$ cat config.mk
export PLATFORM = sky130hd
export DESIGN_NAME = multichannel_pwm_slew_limiter
export DESIGN_NICKNAME = d
export VERILOG_FILES = /design/src/rtl/mpsl_pkg.sv /design/src/rtl/multichannel_pwm_slew_limiter.sv
export SDC_FILE = /design/constraint.sdc
export NUM_CORES = 2
export LEC_CHECK = 0
export BUFFER_PORTS_ARGS = -buffer_cell sky130_fd_sc_hd__buf_2
export CORE_MARGIN = 4
export CORE_UTILIZATION = 28
export CTS_BUF_LIST = sky130_fd_sc_hd__clkbuf_8
export CTS_CLUSTER_DIAMETER = 120
export DETAILED_ROUTE_END_ITERATION = 7
export GPL_ROUTABILITY_DRIVEN = 1
export MAX_ROUTING_LAYER = met4
export PLACE_DENSITY_LB_ADDON = 0.15
export SLEW_MARGIN = 20
export SYNTH_ARGS = -nofsm -noshare
export SYNTH_HDL_FRONTEND = slang
export SYNTH_SLANG_ARGS = --single-unit
$ cat constraint.sdc
create_clock -name i_clk -period 34.1 [get_ports i_clk]
set_input_delay 5.115 -clock i_clk [delete_from_list [all_inputs] [get_ports i_clk]]
set_output_delay 5.115 -clock i_clk [all_outputs]
set_load 0.02 [all_outputs]
$ cat src/rtl/mpsl_pkg.sv
// package: payload types, command codes and default sizes for the pwm slew limiter
`timescale 1ns / 1ps

package mpsl_pkg;

    localparam int C_CHANNELS  = 16;
    localparam int C_FRAC_BITS = 8;
    localparam int C_DUTY_BITS = 16;

    localparam logic [2:0] OP_TICK = 3'd0;
    localparam logic [2:0] OP_INIT = 3'd1;
    localparam logic [2:0] OP_SET  = 3'd2;
    localparam logic [2:0] OP_HALT = 3'd3;
    localparam logic [2:0] OP_READ = 3'd4;

    localparam logic KIND_TICK = 1'b0;
    localparam logic KIND_READ = 1'b1;

    typedef struct packed {
        logic [2:0]  opcode;
        logic [3:0]  channel;
        logic [15:0] value;
        logic [23:0] rate;
        logic [15:0] min_duty;
        logic [15:0] max_duty;
    } t_in_item;

    typedef struct packed {
        logic        kind;
        logic [3:0]  out_channel;
        logic [15:0] duty;
        logic        last;
    } t_out_item;

endpackage

$ cat src/rtl/multichannel_pwm_slew_limiter.sv
// top level: channel table in one memory, read-modify-write of one channel per cycle
// result: command latched, its channel read into r_rdata, then registered in r_out
// tick: walks every channel, reading the next one from memory while the current
//   one is written back; every other command touches a single channel
// one command at a time; a tick or a read stalls while the output register is not taken
// reset: synchronous, active low; per-entry valid bits clear at once and an entry not
//   yet written reads as all zero, so no clearing pass is needed
`timescale 1ns / 1ps

module multichannel_pwm_slew_limiter
    import mpsl_pkg::*;
#(
    parameter int CHANNELS  = C_CHANNELS,
    parameter int FRAC_BITS = C_FRAC_BITS,
    parameter int DUTY_BITS = C_DUTY_BITS
) (
    input  logic      i_clk,
    input  logic      i_rst_n,
    input  logic      i_in_valid,
    output logic      o_in_ready,
    input  t_in_item  i_in,
    output logic      o_out_valid,
    input  logic      i_out_ready,
    output t_out_item o_out
);

    localparam int NCH   = (CHANNELS > 16) ? 16 : CHANNELS;
    localparam int AW    = (NCH > 1) ? $clog2(NCH) : 1;
    localparam int POS_W = DUTY_BITS + FRAC_BITS;
    localparam int RATE_W = 24;
    localparam int CW    = (POS_W > RATE_W) ? POS_W : RATE_W;

    localparam logic S_IDLE = 1'b0;
    localparam logic S_EXEC = 1'b1;

    typedef struct packed {
        logic [POS_W-1:0]  pos;
        logic [POS_W-1:0]  tgt;
        logic [RATE_W-1:0] rate;
        logic [POS_W-1:0]  lo;
        logic [POS_W-1:0]  hi;
    } t_word;

    function automatic logic [POS_W-1:0] to_fixed(input logic [15:0] counts);
        return POS_W'(counts[DUTY_BITS-1:0]) << FRAC_BITS;
    endfunction

    function automatic logic [15:0] duty_of(input logic [POS_W-1:0] pos);
        return 16'(pos >> FRAC_BITS);
    endfunction

    logic              r_state, n_state;
    t_in_item          r_cmd;
    logic [AW-1:0]     r_ch, n_ch;
    logic              r_ch_ok;
    t_word             r_mem [NCH];
    logic [NCH-1:0]    r_vld;
    t_word             r_rdata;
    logic              r_rd_vld;
    logic              r_out_valid;
    t_out_item         r_out;

    logic              accept, out_free, needs_out, ex_go, is_last;
    logic              rd_en, wr_en;
    logic [AW-1:0]     rd_addr;
    logic              in_ch_ok;
    t_word             cur, nxt;
    logic [POS_W-1:0]  moved;

    assign o_in_ready  = (r_state == S_IDLE);
    assign accept      = i_in_valid && o_in_ready;
    assign o_out_valid = r_out_valid;
    assign o_out       = r_out;
    assign out_free    = !r_out_valid || i_out_ready;
    assign in_ch_ok    = (32'(i_in.channel) < NCH);
    assign needs_out   = (r_cmd.opcode == OP_TICK) || (r_cmd.opcode == OP_READ);
    assign ex_go       = (r_state == S_EXEC) && (!needs_out || out_free);
    assign is_last     = (r_ch == AW'(NCH - 1));
    assign cur         = r_rd_vld ? r_rdata : '0;

    // step toward the target without passing it, clamp on the side of travel
    always_comb begin
        logic [CW-1:0]    p, t, r, d, stp;
        logic [POS_W-1:0] q;
        p = CW'(cur.pos);
        t = CW'(cur.tgt);
        r = CW'(cur.rate);
        q = cur.pos;
        if (p > t) begin
            d   = p - t;
            stp = (r < d) ? r : d;
            q   = POS_W'(p - stp);
            if (q < cur.lo) begin
                q = cur.lo;
            end
        end else if (p < t) begin
            d   = t - p;
            stp = (r < d) ? r : d;
            q   = POS_W'(p + stp);
            if (q > cur.hi) begin
                q = cur.hi;
            end
        end else begin
            d   = '0;
            stp = '0;
        end
        moved = q;
    end

    always_comb begin
        nxt = cur;
        unique case (r_cmd.opcode)
            OP_TICK: begin
                nxt.pos = moved;
            end
            OP_INIT: begin
                nxt.pos = to_fixed(r_cmd.value);
                nxt.lo  = to_fixed(r_cmd.min_duty);
                nxt.hi  = to_fixed(r_cmd.max_duty);
            end
            OP_SET: begin
                nxt.rate = r_cmd.rate;
                nxt.tgt  = to_fixed(r_cmd.value);
            end
            OP_HALT: begin
                nxt.pos  = to_fixed(r_cmd.value);
                nxt.tgt  = to_fixed(r_cmd.value);
                nxt.rate = '0;
            end
            default: begin
                nxt = cur;
            end
        endcase
    end

    assign wr_en = ex_go && ((r_cmd.opcode == OP_TICK) ||
                   (r_ch_ok && ((r_cmd.opcode == OP_INIT) || (r_cmd.opcode == OP_SET) ||
                                (r_cmd.opcode == OP_HALT))));

    always_comb begin
        n_state = r_state;
        n_ch    = r_ch;
        rd_en   = 1'b0;
        rd_addr = r_ch;
        unique case (r_state)
            S_IDLE: begin
                if (accept) begin
                    rd_en = 1'b1;
                    if (i_in.opcode == OP_TICK || !in_ch_ok) begin
                        rd_addr = '0;
                    end else begin
                        rd_addr = i_in.channel[AW-1:0];
                    end
                    n_ch    = rd_addr;
                    n_state = S_EXEC;
                end
            end
            S_EXEC: begin
                if (ex_go) begin
                    // next channel is read while this one is written back
                    if (r_cmd.opcode == OP_TICK && !is_last) begin
                        rd_en   = 1'b1;
                        rd_addr = r_ch + 1'b1;
                        n_ch    = rd_addr;
                    end else begin
                        n_state = S_IDLE;
                    end
                end
            end
            default: begin
                n_state = S_IDLE;
            end
        endcase
    end

    always_ff @(posedge i_clk) begin
        if (rd_en) begin
            r_rdata <= r_mem[rd_addr];
        end
        if (wr_en) begin
            r_mem[r_ch] <= nxt;
        end
    end

    always_ff @(posedge i_clk) begin
        if (!i_rst_n) begin
            r_state     <= S_IDLE;
            r_vld       <= '0;
            r_rd_vld    <= 1'b0;
            r_out_valid <= 1'b0;
            r_ch        <= '0;
        end else begin
            r_state <= n_state;
            r_ch    <= n_ch;
            if (rd_en) begin
                r_rd_vld <= r_vld[rd_addr];
            end
            if (wr_en) begin
                r_vld[r_ch] <= 1'b1;
            end
            if (ex_go && needs_out) begin
                r_out_valid <= 1'b1;
            end else if (i_out_ready) begin
                r_out_valid <= 1'b0;
            end
        end
    end

    always_ff @(posedge i_clk) begin
        if (accept) begin
            r_cmd   <= i_in;
            r_ch_ok <= in_ch_ok;
        end
        if (ex_go && needs_out) begin
            if (r_cmd.opcode == OP_TICK) begin
                r_out.kind        <= KIND_TICK;
                r_out.out_channel <= 4'(r_ch);
                r_out.duty        <= duty_of(moved);
                r_out.last        <= is_last;
            end else begin
                r_out.kind        <= KIND_READ;
                r_out.out_channel <= r_cmd.channel;
                r_out.duty        <= r_ch_ok ? duty_of(cur.pos) : 16'd0;
                r_out.last        <= 1'b1;
            end
        end
    end

endmodule
## Yosys cells after proc, flatten, opt, wreduce, memory -nomap -nowiden

Memories as Yosys holds them, arrays and structs flattened. A register that Yosys moved wholly into a read port is not among the register bits.
Index checks and enable logic that the tools add are counted.
W data, S select, Z words.

- Equality and inequality tests: 5
- Mux-type cells: 30
- Reduce and logical (&&, ||, !) cells: 19
- Order comparisons: 9
- Bitwise logic cells: 2
- Add/subtract/negate cells: 5

Operators with widths:

| cell | number |
|---|---|
| $mux W24 | 6 |
| $mux W120 | 1 |
| $lt A24 B24 Y1 | 4 |
| $pmux W48 S2 | 1 |
| $sub A24 B24 Y24 | 3 |
| $gt A24 B24 Y1 | 2 |
| $mux W48 | 1 |
| $pmux W24 S2 | 1 |
| $add A24 B24 Y24 | 1 |
| $mux W22 | 1 |
| $mux W4 | 4 |
| $or A16 B16 Y16 | 1 |
| $lt A4 B5 Y1 const B | 2 |
| $mux W1 | 10 |
| $pmux W4 S2 | 1 |
| $eq A3 B2 Y1 const B | 2 |
| $logic_and A1 B1 Y1 | 6 |
| $logic_not A3 Y1 | 2 |
| $logic_or A1 B1 Y1 | 6 |
| $add A4 B1 Y4 const B | 1 |
| $bmux W1 S4 | 1 |
| $demux W1 S4 | 1 |
| $eq A4 B4 Y1 const B | 1 |
| $ge A4 B1 Y1 const B | 1 |
| 7 further kinds | 10 |

- Register bits after elaboration: 124
- Memory bits (writable): 1,920
- Output and inout port bits: 24
- Memories kept: 1
- Input bits: 83
- Word-level logic and storage cells: 86

Memories:

| memory | depth | width | read ports | clocked after memory_dff | wr ports | RTL line | RTL |
|---|---|---|---|---|---|---|---|
| r_mem | 16 | 120 | 1 | 1 | 1 | multichannel_pwm_slew_limiter.sv:56 | `t_word r_mem [NCH];` |

## Depth between registers and ports, before layout

- Depth after elaboration: 10
- Gate-level depth with buffers: 52
- Mapped depth without buffers: 44

## Worst setup path before layout

OpenSTA, ideal clock, no wires.

- Kind: input -> register
- From: input port i_out_ready
- To: memory r_mem[3][0] (netlist name), enable pin
- Cell stages on the path: 5
- Required time: 33.352 ns
- Arrival time: 13.808 ns
- Setup time: 0.748 ns
- Slack: 19.544 ns
- Buffers on the path: 0
- Cells stage by stage: nand2b_1 > o31ai_1 > nor2_1 > nand2_1 > nor3_1

- Longest elaborated chain between the ends: 6

Ends and longest elaborated chain:

| element | RTL line | RTL |
|---|---|---|
| from (decl) | multichannel_pwm_slew_limiter.sv:23 | `input logic i_out_ready,` |
| $logic_or A1 B1 Y1 | multichannel_pwm_slew_limiter.sv:74 | `assign out_free = !r_out_valid \|\| i_out_ready;` |
| $logic_or A1 B1 Y1 | multichannel_pwm_slew_limiter.sv:77 | `assign ex_go = (r_state == S_EXEC) && (!needs_out \|\| out_free);` |
| $logic_and A1 B1 Y1 | multichannel_pwm_slew_limiter.sv:77 |  |
| $logic_and A1 B1 Y1 | multichannel_pwm_slew_limiter.sv:136 | `assign wr_en = ex_go && ((r_cmd.opcode == OP_TICK) \|\|` |
| $mux W1 | multichannel_pwm_slew_limiter.sv:180 | `if (wr_en) begin` |
| $mux W1 (implied by the code) | multichannel_pwm_slew_limiter.sv:181 | `r_mem[r_ch] <= nxt;` |
| to (decl) | multichannel_pwm_slew_limiter.sv:56 |  |

Every way passes these cells.

==> impl_metrics.json <==
{
  "dpl_cell_area_um2": 100000,
  "crit_type": "reg2reg",
  "hold_viol_final": 0,
  "synth_edf_count": 2141,
  "muxShareOfSynthArea_pct": 0.145,
  "overflow": 0,
  "leakage_nw": 36.3,
  "synth_area_um2": 94200,
  "p_comb_share_pct": 22.5,
  "tightest_slew_ns": 1.16,
  "synth-adder-area-share_pct": 2.58,
  "crit_slowest_cell": "dfxtp_4",
  "cp-startpoint": "r_rd_vld",
  "fmax_ghz": 0.0761,
  "switching_power_mw": 2.16,
  "crit_path_end_kind": "register",
  "seqPwrFrac_pct": 45.5,
  "cts_tree": "yes",
  "synth_flop_cell": "edfxtp_1",
  "post-cts-setup-buffers": 0,
  "stdcell_area_um2": 107000,
  "clock_latency_ns": 1.04,
  "finalSetupViolCount": 0,
  "clk_pin_slew_ns": 0.06,
  "switching_share_pct": 31.9,
  "layout-drive-gt1-share_pct": 11.0,
  "yosysWarningCount": 0,
  "synth-compound-area-share_pct": 14.4,
  "r2r_cells": 42,
  "r2r_setup_slack_ns": 20.96,
  "drt-vias-per-instance": 5.07,
  "dr.pass1.iters": 6,
  "cts_max_path_buffers": 4,
  "syn-instance-count": 7263,
  "finalCritPeriodShare_pct": 38.5,
  "holdBufCountCts": 0,
  "outcome": "finished clean",
  "final_net_count": 7718,
  "min_period_ns": 13.14,
  "synth_top_family_by_area": "compound AO/OA/AOI/OAI gates",
  "start_kind": "register",
  "power_density_nw_per_um2": 63.1,
  "cts_buffers": 383,
  "r2r-end": "r_mem[5][108]",
  "slew_viol_final": 0,
  "pin_count": 107,
  "async_flop_share_pct": 0,
  "syn_to_final_growth_pct": 13.7,
  "die_h_um": 588,
  "r2r_start": "r_rd_vld",
  "synth_top_area_cell": "edfxtp_1",
  "min_path_type": "reg2reg",
  "rsz0062_at_grt": "no",
  "dr.first_iter.drc_count": 4723,
  "maxSlewHeadroom_pct": 23.0,
  "antenna_found_initial": 9,
  "synthXorXnorAreaFrac_pct": 0.869,
  "critPathMaxStageDelay_ns": 0.76,
  "die-area_um2": 346000,
  "crit_fanout": 45,
  "post_cts_resized": 0,
  "synth_seq_cells": 2164,
  "power.share.clock_pct": 32.1,
  "cp.arrival_ns": 13.81,
  "die_x_um": 588,
  "grt_pass1_vias": 60800,
  "synth_common_cells": "edfxtp_1, nand2_1, a211oi_1",
  "cts-root-buf": "clkbuf_8",
  "p_int_mw": 4.60,
  "synth_area_leaders": "edfxtp_1, nand2_1, a211oi_1",
  "initial_core_util_pct": 28.2,
  "grt_max_degree": 183,
  "crit_end": "r_mem[5][108]",
  "synth-simple-area-share_pct": 10.8,
  "totalWireLength_um": 312000,
  "grt_pass1_wl_um": 446000,
  "yosysTopAreaCellShare_pct": 68.3,
  "hold_depth": 2,
  "setup_tns_ns": 0,
  "place.gp.congestion": 0.909,
  "avgSynthCellArea_um2": 13.0,
  "synth_nets": 7538,
  "vias": 61400,
  "synth.distinct_cells": 98,
  "dp_hpwl_um": 170000,
  "skew_ns": 0.125,
  "coreArea_um2": 334000,
  "critPathRequiredTime_ns": 34.77,
  "postRouteAntennaNets": 0,
  "ir_worst_vdd_mv": 0.0324,
  "clkSinkCount": 2164,
  "drcViolationCount": 0,
  "h-tree-depth": 5,
  "place.port_buffers": 106,
  "synth-seq-area-share_pct": 68.7,
  "row_count": 212,
  "grt_usage_pct": 17.9,
  "synth.most_common_cell": "edfxtp_1",
  "wl_per_cell_um": 25.8,
  "drv_cap": 0
}
[layer usage]
| layer | global-route usage, % | vias to the layer above | wire length (um) |
|---|---|---|---|
| met4 | 4.77 | 0 | 8280 |
| met3 | 2.14 | 482 | 12800 |
| li1 | - | 28100 | - |
| met5 | - | - | 0 |
| met1 | 24.6 | 31300 | 146000 |
| met2 | 28.1 | 1577 | 145000 |
[cell families after synthesis]
| logic type | Yosys count |
|---|---|
| AND/OR/NAND/NOR | 2214 |
| flip-flops | 2164 |
| AO/OA/AOI/OAI | 1969 |
| buffers and inverters | 620 |
| adder cells (fa/ha/maj) | 192 |
| XOR/XNOR | 91 |
| multiplexers | 13 |
[layout make-up]
| cell class | instances | area [um^2] |
|---|---|---|
| antenna | 5 | 12.5 |
| clock buffer | 394 | 5420 |
| sequential | 2164 | 64800 |
| clock inverter | 267 | 1260 |
| timing repair buffer | 302 | 2330 |
| multi-input combinational | 4479 | 27400 |
| inverter | 113 | 427 |
| fill | 33400 | 227000 |
| tap | 4387 | 5490 |
[how the worst min path moves through the flow]
stage	start	to	slack, ns
after floorplan	r_vld[1]	r_vld[1]	0.43
after global placement	r_vld[5]	r_vld[5]	0.44
after detailed placement	r_vld[1]	r_vld[1]	0.45
after CTS	r_vld[1]	r_vld[1]	0.47
after global routing	r_vld[1]	r_vld[1]	0.48
final	r_vld[10]	r_vld[10]	0.47
[stage by stage]
step / utilization [%] / std cells / power [mW] / setup WS, ns / hold slack (ns)
final: 32.0 / 12100 / 6.76 / 20.96 / 0.470
after CTS: 32.0 / 12100 / 6.84 / 20.94 / 0.466
after floorplan: - / 7263 / 4.09 / 19.54 / 0.432
after detailed placement: 30.0 / 11400 / 4.64 / 21.11 / 0.450
after global placement: 30.0 / 11400 / 4.64 / 21.19 / 0.442
after global routing: 32.0 / 12100 / 7.10 / 20.01 / 0.483
[cells in the final DEF (no fill, tap or decap), drive strengths merged, types with 7 or more instances in the layout]
| master | count |
|---|---|
| nand4 | 27 |
| nor3 | 37 |
| a21oi | 415 |
| a211o | 9 |
| ha | 188 |
| xnor2 | 58 |
| a221oi | 12 |
| inv | 244 |
| mux2i | 8 |
| nor2b | 17 |
| clkinvlp | 9 |
| nor4 | 7 |
| o21ai | 193 |
| nand2b | 18 |
| nand3 | 48 |
| and2 | 494 |
| nand3b | 30 |
| edfxtp | 2141 |
| a31oi | 250 |
| or3 | 14 |
| clkinv | 123 |
| xor2 | 32 |
| o21bai | 18 |
| nand2 | 1294 |
| a311oi | 244 |
| a21o | 80 |
| buf | 300 |
| nor2 | 186 |
| o21a | 14 |
| o211ai | 18 |
| a211oi | 621 |
| a22oi | 9 |
| and3 | 20 |
| dfxtp | 23 |
| a221o | 9 |
| a2111oi | 8 |
| clkbuf | 396 |
| o31ai | 14 |
[flip-flops by register name, summed over array words and instances, names as in the netlist]
signal / flops
r_ch: 4
r_cmd: 79
r_mem: 1920
o_out_valid: 1
r_state: 1
r_rd_vld: 1
r_vld: 16
o_out: 22
r_rdata: 120
[power by group through the flow]
stage / clock network [mW] / registers [mW] / logic, mW
global placement: 0 / 3.13 / 1.51
CTS: 2.25 / 3.07 / 1.52
global route: 2.37 / 3.07 / 1.66
finish: 2.17 / 3.07 / 1.52
detailed placement: 0 / 3.13 / 1.51
floorplan: 0 / 3.11 / 0.978
[critical path: cells and delay by family, from the launching register on]
family / cells / cell delay, ns
flip-flops: 1 / 0.76
XOR/XNOR: 2 / 0.33
AO/OA/AOI/OAI: 15 / 4.85
AND/OR/NAND/NOR: 17 / 4.03
adder cells (fa/ha/maj): 4 / 1.53
buffers and inverters: 4 / 1.25
(Power assumes the default switching activity.)
